## src/design/assert_macros.svh

```systemverilog
// Assertion macros shared by the pulse generator RTL.
`ifndef ASSERT_MACROS_SVH
`define ASSERT_MACROS_SVH
`ifndef SYNTHESIS
// Property checked on every rising clock edge outside reset
`define TDWPG_ASSERT(lbl, prop, msg) \
  lbl: assert property (@(posedge clk_i) disable iff (!rst_ni) (prop)) else $error(msg);
// Expression that must never be true outside reset
`define TDWPG_NEVER(lbl, expr, msg) \
  lbl: assert property (@(posedge clk_i) disable iff (!rst_ni) !(expr)) else $error(msg);
`else
`define TDWPG_ASSERT(lbl, prop, msg)
`define TDWPG_NEVER(lbl, expr, msg)
`endif
`endif

```

## src/design/tdwpg_pkg.sv

```systemverilog
// Types and constants of the triggered dual-window pulse generator.
`timescale 1ns / 1ps
`default_nettype none
package tdwpg_pkg;

  // Width of the offset and width registers
  localparam int unsigned REG_WIDTH = 24;
  // Config index width (six registers)
  localparam int unsigned CFG_ADDR_WIDTH = 3;

  // Reset values, expressed in units of 600 ticks
  localparam int unsigned TICKS_PER_UNIT = 600;
  localparam int unsigned PERIOD_RESET   = 83 * TICKS_PER_UNIT;
  localparam logic [REG_WIDTH-1:0] OFFSET_A_RESET = REG_WIDTH'(15 * TICKS_PER_UNIT);
  localparam logic [REG_WIDTH-1:0] OFFSET_B_RESET = '0;
  localparam logic [REG_WIDTH-1:0] WIDTH_RESET    = REG_WIDTH'(10 * TICKS_PER_UNIT);

  // Configuration register indexes
  typedef enum logic [CFG_ADDR_WIDTH-1:0] {
    CFG_OFFSET_A = 3'd0,
    CFG_WIDTH_A  = 3'd1,
    CFG_INVERT_A = 3'd2,
    CFG_OFFSET_B = 3'd3,
    CFG_WIDTH_B  = 3'd4,
    CFG_INVERT_B = 3'd5
  } cfg_reg_e;

  // Settings of one output channel
  typedef struct packed {
    logic [REG_WIDTH-1:0] offset;
    logic [REG_WIDTH-1:0] width;
    logic                 invert;
  } chan_cfg_t;

endpackage
`default_nettype wire

```

## src/design/triggered_dual_window_pulse_generator_unit.sv

```systemverilog
// Top level of the triggered dual-window pulse generator.
`timescale 1ns / 1ps
`default_nettype none
// One input transaction per timebase tick carries the trigger level; every
// transaction yields exactly one output transaction with the two channel pin
// levels, in order. A rising trigger edge restarts the elapsed-tick counter and
// latches the ticks since the previous edge as the period. Each channel is
// active strictly inside (offset, offset + width) and again in the same window
// shifted by half the period, then XORed with its invert bit. Throughput is one
// transaction per cycle while the output is not stalled; each result passes
// through the counter registers, then the output register holding the window
// compare. Configuration writes are accepted in every cycle and must only be
// issued while no transaction is pending in the block.
`include "assert_macros.svh"
module triggered_dual_window_pulse_generator_unit #(
  parameter int unsigned COUNT_WIDTH = 24
) (
  input  wire logic                                clk_i,
  input  wire logic                                rst_ni,
  // Input stream
  input  wire logic                                s_axis_tvalid,
  output logic                                     s_axis_tready,
  input  wire logic [7:0]                          s_axis_tdata,  // [0] trigger_level
  // Output stream
  output logic                                     m_axis_tvalid,
  input  wire logic                                m_axis_tready,
  output logic [7:0]                               m_axis_tdata,  // [0] out_a, [1] out_b
  // Configuration write channel
  input  wire logic                                cfg_valid_i,
  output logic                                     cfg_ready_o,
  input  wire logic [tdwpg_pkg::CFG_ADDR_WIDTH-1:0] cfg_addr_i,
  input  wire logic [tdwpg_pkg::REG_WIDTH-1:0]      cfg_data_i
);

  tdwpg_pkg::chan_cfg_t   cfg_a_q, cfg_a_d, cfg_b_q, cfg_b_d;
  logic                   s_accept;
  logic                   s1_valid_q, s1_valid_d;
  logic                   s2_load;
  logic                   out_valid_q, out_valid_d;
  logic [1:0]             out_data_q;
  logic                   last_level;
  logic [COUNT_WIDTH-1:0] elapsed;
  logic [COUNT_WIDTH-1:0] period;
  logic                   level_a, level_b;

  // Configuration registers
  assign cfg_ready_o = 1'b1;

  always_comb begin
    cfg_a_d = cfg_a_q;
    cfg_b_d = cfg_b_q;
    if (cfg_valid_i) begin
      case (tdwpg_pkg::cfg_reg_e'(cfg_addr_i))
        tdwpg_pkg::CFG_OFFSET_A: cfg_a_d.offset = cfg_data_i;
        tdwpg_pkg::CFG_WIDTH_A:  cfg_a_d.width  = cfg_data_i;
        tdwpg_pkg::CFG_INVERT_A: cfg_a_d.invert = cfg_data_i[0];
        tdwpg_pkg::CFG_OFFSET_B: cfg_b_d.offset = cfg_data_i;
        tdwpg_pkg::CFG_WIDTH_B:  cfg_b_d.width  = cfg_data_i;
        tdwpg_pkg::CFG_INVERT_B: cfg_b_d.invert = cfg_data_i[0];
        default: ;
      endcase
    end
  end

  always_ff @(posedge clk_i or negedge rst_ni) begin
    if (!rst_ni) begin
      cfg_a_q <= '{offset: tdwpg_pkg::OFFSET_A_RESET, width: tdwpg_pkg::WIDTH_RESET,
                   invert: 1'b1};
      cfg_b_q <= '{offset: tdwpg_pkg::OFFSET_B_RESET, width: tdwpg_pkg::WIDTH_RESET,
                   invert: 1'b0};
    end else begin
      cfg_a_q <= cfg_a_d;
      cfg_b_q <= cfg_b_d;
    end
  end

  // Flow control: counter registers form stage 1, output register stage 2
  assign s2_load       = s1_valid_q & (~out_valid_q | m_axis_tready);
  assign s_axis_tready = ~s1_valid_q | s2_load;
  assign s_accept      = s_axis_tvalid & s_axis_tready;

  always_comb begin
    s1_valid_d = s1_valid_q;
    if (s_accept) begin
      s1_valid_d = 1'b1;
    end else if (s2_load) begin
      s1_valid_d = 1'b0;
    end
    out_valid_d = out_valid_q;
    if (s2_load) begin
      out_valid_d = 1'b1;
    end else if (m_axis_tready) begin
      out_valid_d = 1'b0;
    end
  end

  always_ff @(posedge clk_i or negedge rst_ni) begin
    if (!rst_ni) begin
      s1_valid_q  <= 1'b0;
      out_valid_q <= 1'b0;
    end else begin
      s1_valid_q  <= s1_valid_d;
      out_valid_q <= out_valid_d;
    end
  end

  // Edge detect and counters, updated once per accepted transaction
  tdwpg_timebase #(
    .COUNT_WIDTH (COUNT_WIDTH)
  ) u_timebase (
    .clk_i        (clk_i),
    .rst_ni       (rst_ni),
    .en_i         (s_accept),
    .level_i      (s_axis_tdata[0]),
    .last_level_o (last_level),
    .elapsed_o    (elapsed),
    .period_o     (period)
  );

  // Window compares for both channels
  tdwpg_window #(
    .COUNT_WIDTH (COUNT_WIDTH)
  ) u_window_a (
    .elapsed_i (elapsed),
    .period_i  (period),
    .cfg_i     (cfg_a_q),
    .level_o   (level_a)
  );

  tdwpg_window #(
    .COUNT_WIDTH (COUNT_WIDTH)
  ) u_window_b (
    .elapsed_i (elapsed),
    .period_i  (period),
    .cfg_i     (cfg_b_q),
    .level_o   (level_b)
  );

  // Output register
  always_ff @(posedge clk_i) begin
    if (s2_load) begin
      out_data_q <= {level_b, level_a};
    end
  end

  assign m_axis_tvalid = out_valid_q;
  assign m_axis_tdata  = {6'b0, out_data_q};

  // Checks
  `TDWPG_ASSERT(a_edge_clears_count,
    s_accept && s_axis_tdata[0] && !last_level |=> elapsed == '0,
    "rising trigger edge did not restart the elapsed count")
  `TDWPG_NEVER(a_no_overwrite_stage1,
    s1_valid_q && !s2_load && s_axis_tready,
    "input accepted while stage 1 still holds an unconsumed transaction")
  `TDWPG_ASSERT(a_out_from_stage1,
    $rose(out_valid_q) |-> $past(s1_valid_q),
    "output became valid without a transaction in stage 1")

endmodule
`default_nettype wire

```

## src/design/tdwpg_timebase.sv

```systemverilog
// Trigger edge detector, saturating elapsed-tick counter and period latch.
`timescale 1ns / 1ps
`default_nettype none
module tdwpg_timebase #(
  parameter int unsigned COUNT_WIDTH = 24
) (
  input  wire logic                   clk_i,
  input  wire logic                   rst_ni,
  input  wire logic                   en_i,
  input  wire logic                   level_i,
  output logic                        last_level_o,
  output logic [COUNT_WIDTH-1:0]      elapsed_o,
  output logic [COUNT_WIDTH-1:0]      period_o
);

  localparam logic [COUNT_WIDTH-1:0] CountMax = '1;

  logic                   last_q, last_d;
  logic [COUNT_WIDTH-1:0] elapsed_q, elapsed_d;
  logic [COUNT_WIDTH-1:0] period_q, period_d;
  logic [COUNT_WIDTH-1:0] elapsed_inc;
  logic                   rising;

  // Saturating increment, shared by the counter and the period capture
  assign elapsed_inc = (elapsed_q == CountMax) ? CountMax : elapsed_q + 1'b1;
  assign rising      = level_i & ~last_q;

  // Next state for one accepted tick
  always_comb begin
    last_d    = last_q;
    elapsed_d = elapsed_q;
    period_d  = period_q;
    if (en_i) begin
      last_d = level_i;
      if (rising) begin
        period_d  = elapsed_inc;
        elapsed_d = '0;
      end else begin
        elapsed_d = elapsed_inc;
      end
    end
  end

  always_ff @(posedge clk_i or negedge rst_ni) begin
    if (!rst_ni) begin
      last_q    <= 1'b0;
      elapsed_q <= '0;
      period_q  <= COUNT_WIDTH'(tdwpg_pkg::PERIOD_RESET);
    end else begin
      last_q    <= last_d;
      elapsed_q <= elapsed_d;
      period_q  <= period_d;
    end
  end

  assign last_level_o = last_q;
  assign elapsed_o    = elapsed_q;
  assign period_o     = period_q;

endmodule
`default_nettype wire

```

## src/design/tdwpg_window.sv

```systemverilog
// Dual-window compare for one channel, with output inversion.
`timescale 1ns / 1ps
`default_nettype none
module tdwpg_window #(
  parameter int unsigned COUNT_WIDTH = 24
) (
  input  wire logic [COUNT_WIDTH-1:0] elapsed_i,
  input  wire logic [COUNT_WIDTH-1:0] period_i,
  input  wire tdwpg_pkg::chan_cfg_t   cfg_i,
  output logic                        level_o
);

  // Room for half period + offset + width without wrap
  localparam int unsigned SumWidth =
    ((COUNT_WIDTH > tdwpg_pkg::REG_WIDTH) ? COUNT_WIDTH : tdwpg_pkg::REG_WIDTH) + 2;

  logic [SumWidth-1:0] t, half, off, len;
  logic [SumWidth-1:0] hi1, lo2, hi2;
  logic                active;

  assign t    = SumWidth'(elapsed_i);
  assign half = SumWidth'(period_i >> 1);
  assign off  = SumWidth'(cfg_i.offset);
  assign len  = SumWidth'(cfg_i.width);

  // Window bounds: first window after the trigger, second shifted by half a period
  assign hi1 = off + len;
  assign lo2 = half + off;
  assign hi2 = lo2 + len;

  assign active  = ((t > off) && (t < hi1)) || ((t > lo2) && (t < hi2));
  assign level_o = active ^ cfg_i.invert;

endmodule
`default_nettype wire
```

## config.mk

```make
export PLATFORM = sky130hd
export DESIGN_NAME = triggered_dual_window_pulse_generator_unit
export DESIGN_NICKNAME = d
export VERILOG_FILES = /design/src/design/tdwpg_pkg.sv /design/src/design/triggered_dual_window_pulse_generator_unit.sv /design/src/design/tdwpg_timebase.sv /design/src/design/tdwpg_window.sv
export VERILOG_INCLUDE_DIRS = /design/src /design/src/design
export SDC_FILE = /design/constraint.sdc
export NUM_CORES = 1
export LEC_CHECK = 0
export ABC_CLOCK_PERIOD_IN_PS = 14710
export BUFFER_PORTS_ARGS = -buffer_cell sky130_fd_sc_hd__buf_2
export CAP_MARGIN = 20
export CELL_PAD_IN_SITES_DETAIL_PLACEMENT = 1
export CELL_PAD_IN_SITES_GLOBAL_PLACEMENT = 1
export CORE_MARGIN = 5
export CORE_UTILIZATION = 54
export DETAILED_ROUTE_END_ITERATION = 10
export PLACE_DENSITY_LB_ADDON = 0.3
export SLEW_MARGIN = 10
export SYNTH_ARGS = -nofsm -noshare
export SYNTH_HDL_FRONTEND = slang
export SYNTH_SLANG_ARGS = --single-unit
```

## constraint.sdc

```tcl
create_clock -name clk_i -period 14.71 [get_ports clk_i]
set_input_delay 2.942 -clock clk_i [delete_from_list [all_inputs] [get_ports clk_i]]
set_output_delay 2.942 -clock clk_i [all_outputs]
set_load 0.1 [all_outputs]
```

==> metrics.cfg <==
[worst_setup_path]
worstPathMaxFanout=4
r2r_slack_ps=7750
cp-start-kind=flop
cp_data_required_time_ps=14900
end_kind=flop
critical-path-max-stage-delay_ps=470
worstPathArrival_ps=7150
critPathSlowestCell=fa_1
critPathKind=flop to flop
path_common_cell=a21oi_1

[floorplanning]
core_area_mm2=0.0317
start_util=0.550
ios=51
die_w_um=190
row_count=65
design.die.area_mm2=0.0360
die_h_um=190

[global_route]
grt_pass1_wl_mm=92.5
antenna_found_initial=0
track_usage=0.321
grt_max_degree=77
grt_overflow=0
first_global_vias=17433

[sta]
timing.final.crit_share=0.473
worst_slew_pin_slew_ps=1030
fin_skew_ps=6.95
setup_viol=0
setup_tns_ps=0
fmax_ghz=0.144
rsz0062_at_grt=false
final_max_slew_viol_count=0
slew_headroom=0.316
final_hold_viol_count=0
period_minus_slack_ps=6960

[clocking]
ctsHoldBuffers=0
cts_inserted_buffers=17
clockBufferDepth=2
post-cts-setup-buffer-count=0
clk_latency_ps=450
cts-root-buf=clkbuf_16
cts-htree-levels=4
path_clk_slew_ps=70
clock_sinks=150
cts_tree=done
cts_resized=0

[yosys]
synth_edf_count=2
synth_cell_types=92
yosys-top-cells-area=ha_1 24%, dfrtp_1 18%, mux2_2 4.7%
syn_area_mm2=0.0174
yosysTopAreaCell=ha_1
ys_seq_elements=150
yosysWarnings=0
synth_cells=1997
ys.flop_type=dfrtp_1
yosysTopAreaCellShare=0.243
synth-seq-area-share=0.218
ys_async_sr_fraction=0.987
avgSynthCellArea_um2=8.73

[outcome]
status=completed

[power_and_ir_drop]
power_density_mw_per_mm2=219
combPwrFrac=0.725
p_sw_frac=0.503
p_leak_nw=9.20
seq_power_share=0.156
vdd_ir_drop_max_uv=142
p_clk_frac=0.119
power_switching_mw=2.06
p_int_mw=2.04

[cells_and_area]
nets=2414
fillers=3767
antenna_cells=0
drive_gt1_frac=0.111
utilization=0.589
area_growth_pct=7.25
finalInstanceArea_mm2=0.0187

[flow_run]
max_cap_violations=0

[detailed_routing]
via_count=16074
post_drt_via_cell_ratio=6.58
detail-route-antenna-nets=0
wire_per_inst_um=23.8
dr.pass1.iters=5
drc=0
routed_wl_mm=58.1
drtIter0Drc=1254

[placement]
dp_hpwl_mm=44.7
port_buffers=36
globalplace.congestion=0.907
dpl_cell_area_mm2=0.0181

[worst_hold_path]
hold_path_class=flop to flop

-- cells by family (layout without fill, tap and decap cells) --
kind of cell	Yosys count	after routing	synth area share
other cells	2	7	0.000431
mux	75	75	0.0483
simple gates	503	503	0.145
fa+ha+maj	345	345	0.250
flops	150	150	0.218
buf+inv	175	215	0.0396
xor+xnor	151	151	0.0759
compound gates	596	596	0.223
-- worst max-delay path, delay by kind of cell, from the launching register on --
kind | cells | cell delay, ps
AOI/OAI and AO/OA | 16 | 4040
DFF | 1 | 450
adders and majority gates | 3 | 1070
and+or+nand+nor | 2 | 270
xor gates and xnor gates | 3 | 680
buffers and inverters | 1 | 180
-- final cells by class --
| type | count | area [um2] | area share |
|---|---|---|---|
| clock buffer | 18 | 439 | 0.0235 |
| multi-input combinational | 1677 | 13000 | 0.694 |
| sequential | 150 | 3790 | 0.203 |
| timing repair buffer | 48 | 277 | 0.0148 |
| inverter | 135 | 507 | 0.0271 |
| tap | 402 | 503 | 0.0269 |
| clock inverter | 14 | 198 | 0.0106 |
-- metrics by stage --
| step | total power, mW | cells | worst slack, ps | hold WS, ps |
|---|---|---|---|---|
| after floorplan | 2.81 | 2002 | 7990 | 449 |
| final | 4.10 | 2444 | 7750 | 494 |
| after detailed placement | 3.53 | 2412 | 7980 | 475 |
| after global routing | 4.46 | 2444 | 7280 | 510 |
| after CTS | 4.08 | 2444 | 7860 | 492 |
| after global placement | 3.34 | 2412 | 8150 | 461 |
-- final timing paths --
check	start	end	depth (start not counted)
max	u_timebase.period_o[2]	out_data_q[1]	25
min	s1_valid_q	m_axis_tvalid	1
max reg2reg	u_timebase.period_o[2]	out_data_q[1]	25
min reg2reg	s1_valid_q	m_axis_tvalid	1
max in group asynchronous	rst_ni	cfg_a_q[24]	2
min in group asynchronous	rst_ni	cfg_b_q[28]	1
-- placed cells by master (no fill, tap or decap), drive strengths merged, types with 30 or more instances in the layout --
cell type and n:
nand2 141, nor2 112, buf 48, xnor2 83, inv 138, ha 339, nand4 33, xor2 68
nor3 33, dfrtp 123, nand2b 30, a21o 75, mux2 73, o21ai 159, a21oi 164, a31oi 31
nand3 45
-- Yosys cell counts (28+ instances only) --
cell and instances:
a21oi_1 161, nand3_1 43, mux2_2 73, nor2_1 109, nor3_1 30, xnor2_1 83
clkbuf_1 28, a31oi_1 30, a21o_1 74, xor2_1 68, nand2b_1 30, dfrtp_1 123
ha_1 339, inv_1 135, nand4_1 33, o21ai_0 140, nand2_1 141
-- routing by layer --
metal | part of all wire | wire length (um) | track usage | vias up
met5 | 0 | 0 | 0 | -
met4 | 0.043 | 2470 | 0.137 | 0
met3 | 0.051 | 2950 | 0.0317 | 146
met2 | 0.48 | 27800 | 0.555 | 491
met1 | 0.43 | 24900 | 0.409 | 8017
li1 | - | - | - | 7420
-- power groups by stage --
stage	sequential, mW	combinational [mW]	clock (mW)
finish	0.638	2.97	0.490
global route	0.644	3.31	0.511
CTS	0.632	2.95	0.492
detailed placement	0.636	2.90	0
global placement	0.628	2.71	0
floorplan	0.582	2.22	0
-- sequential cells by signal (all words and copies together), names as in the netlist --
signal	flops
cfg_a_q	49
cfg_b_q	49
m_axis_tvalid	1
out_data_q	2
s1_valid_q	1
u_timebase.elapsed_o	24
u_timebase.last_level_o	1
u_timebase.period_o	23
(Power assumes the default switching activity.)
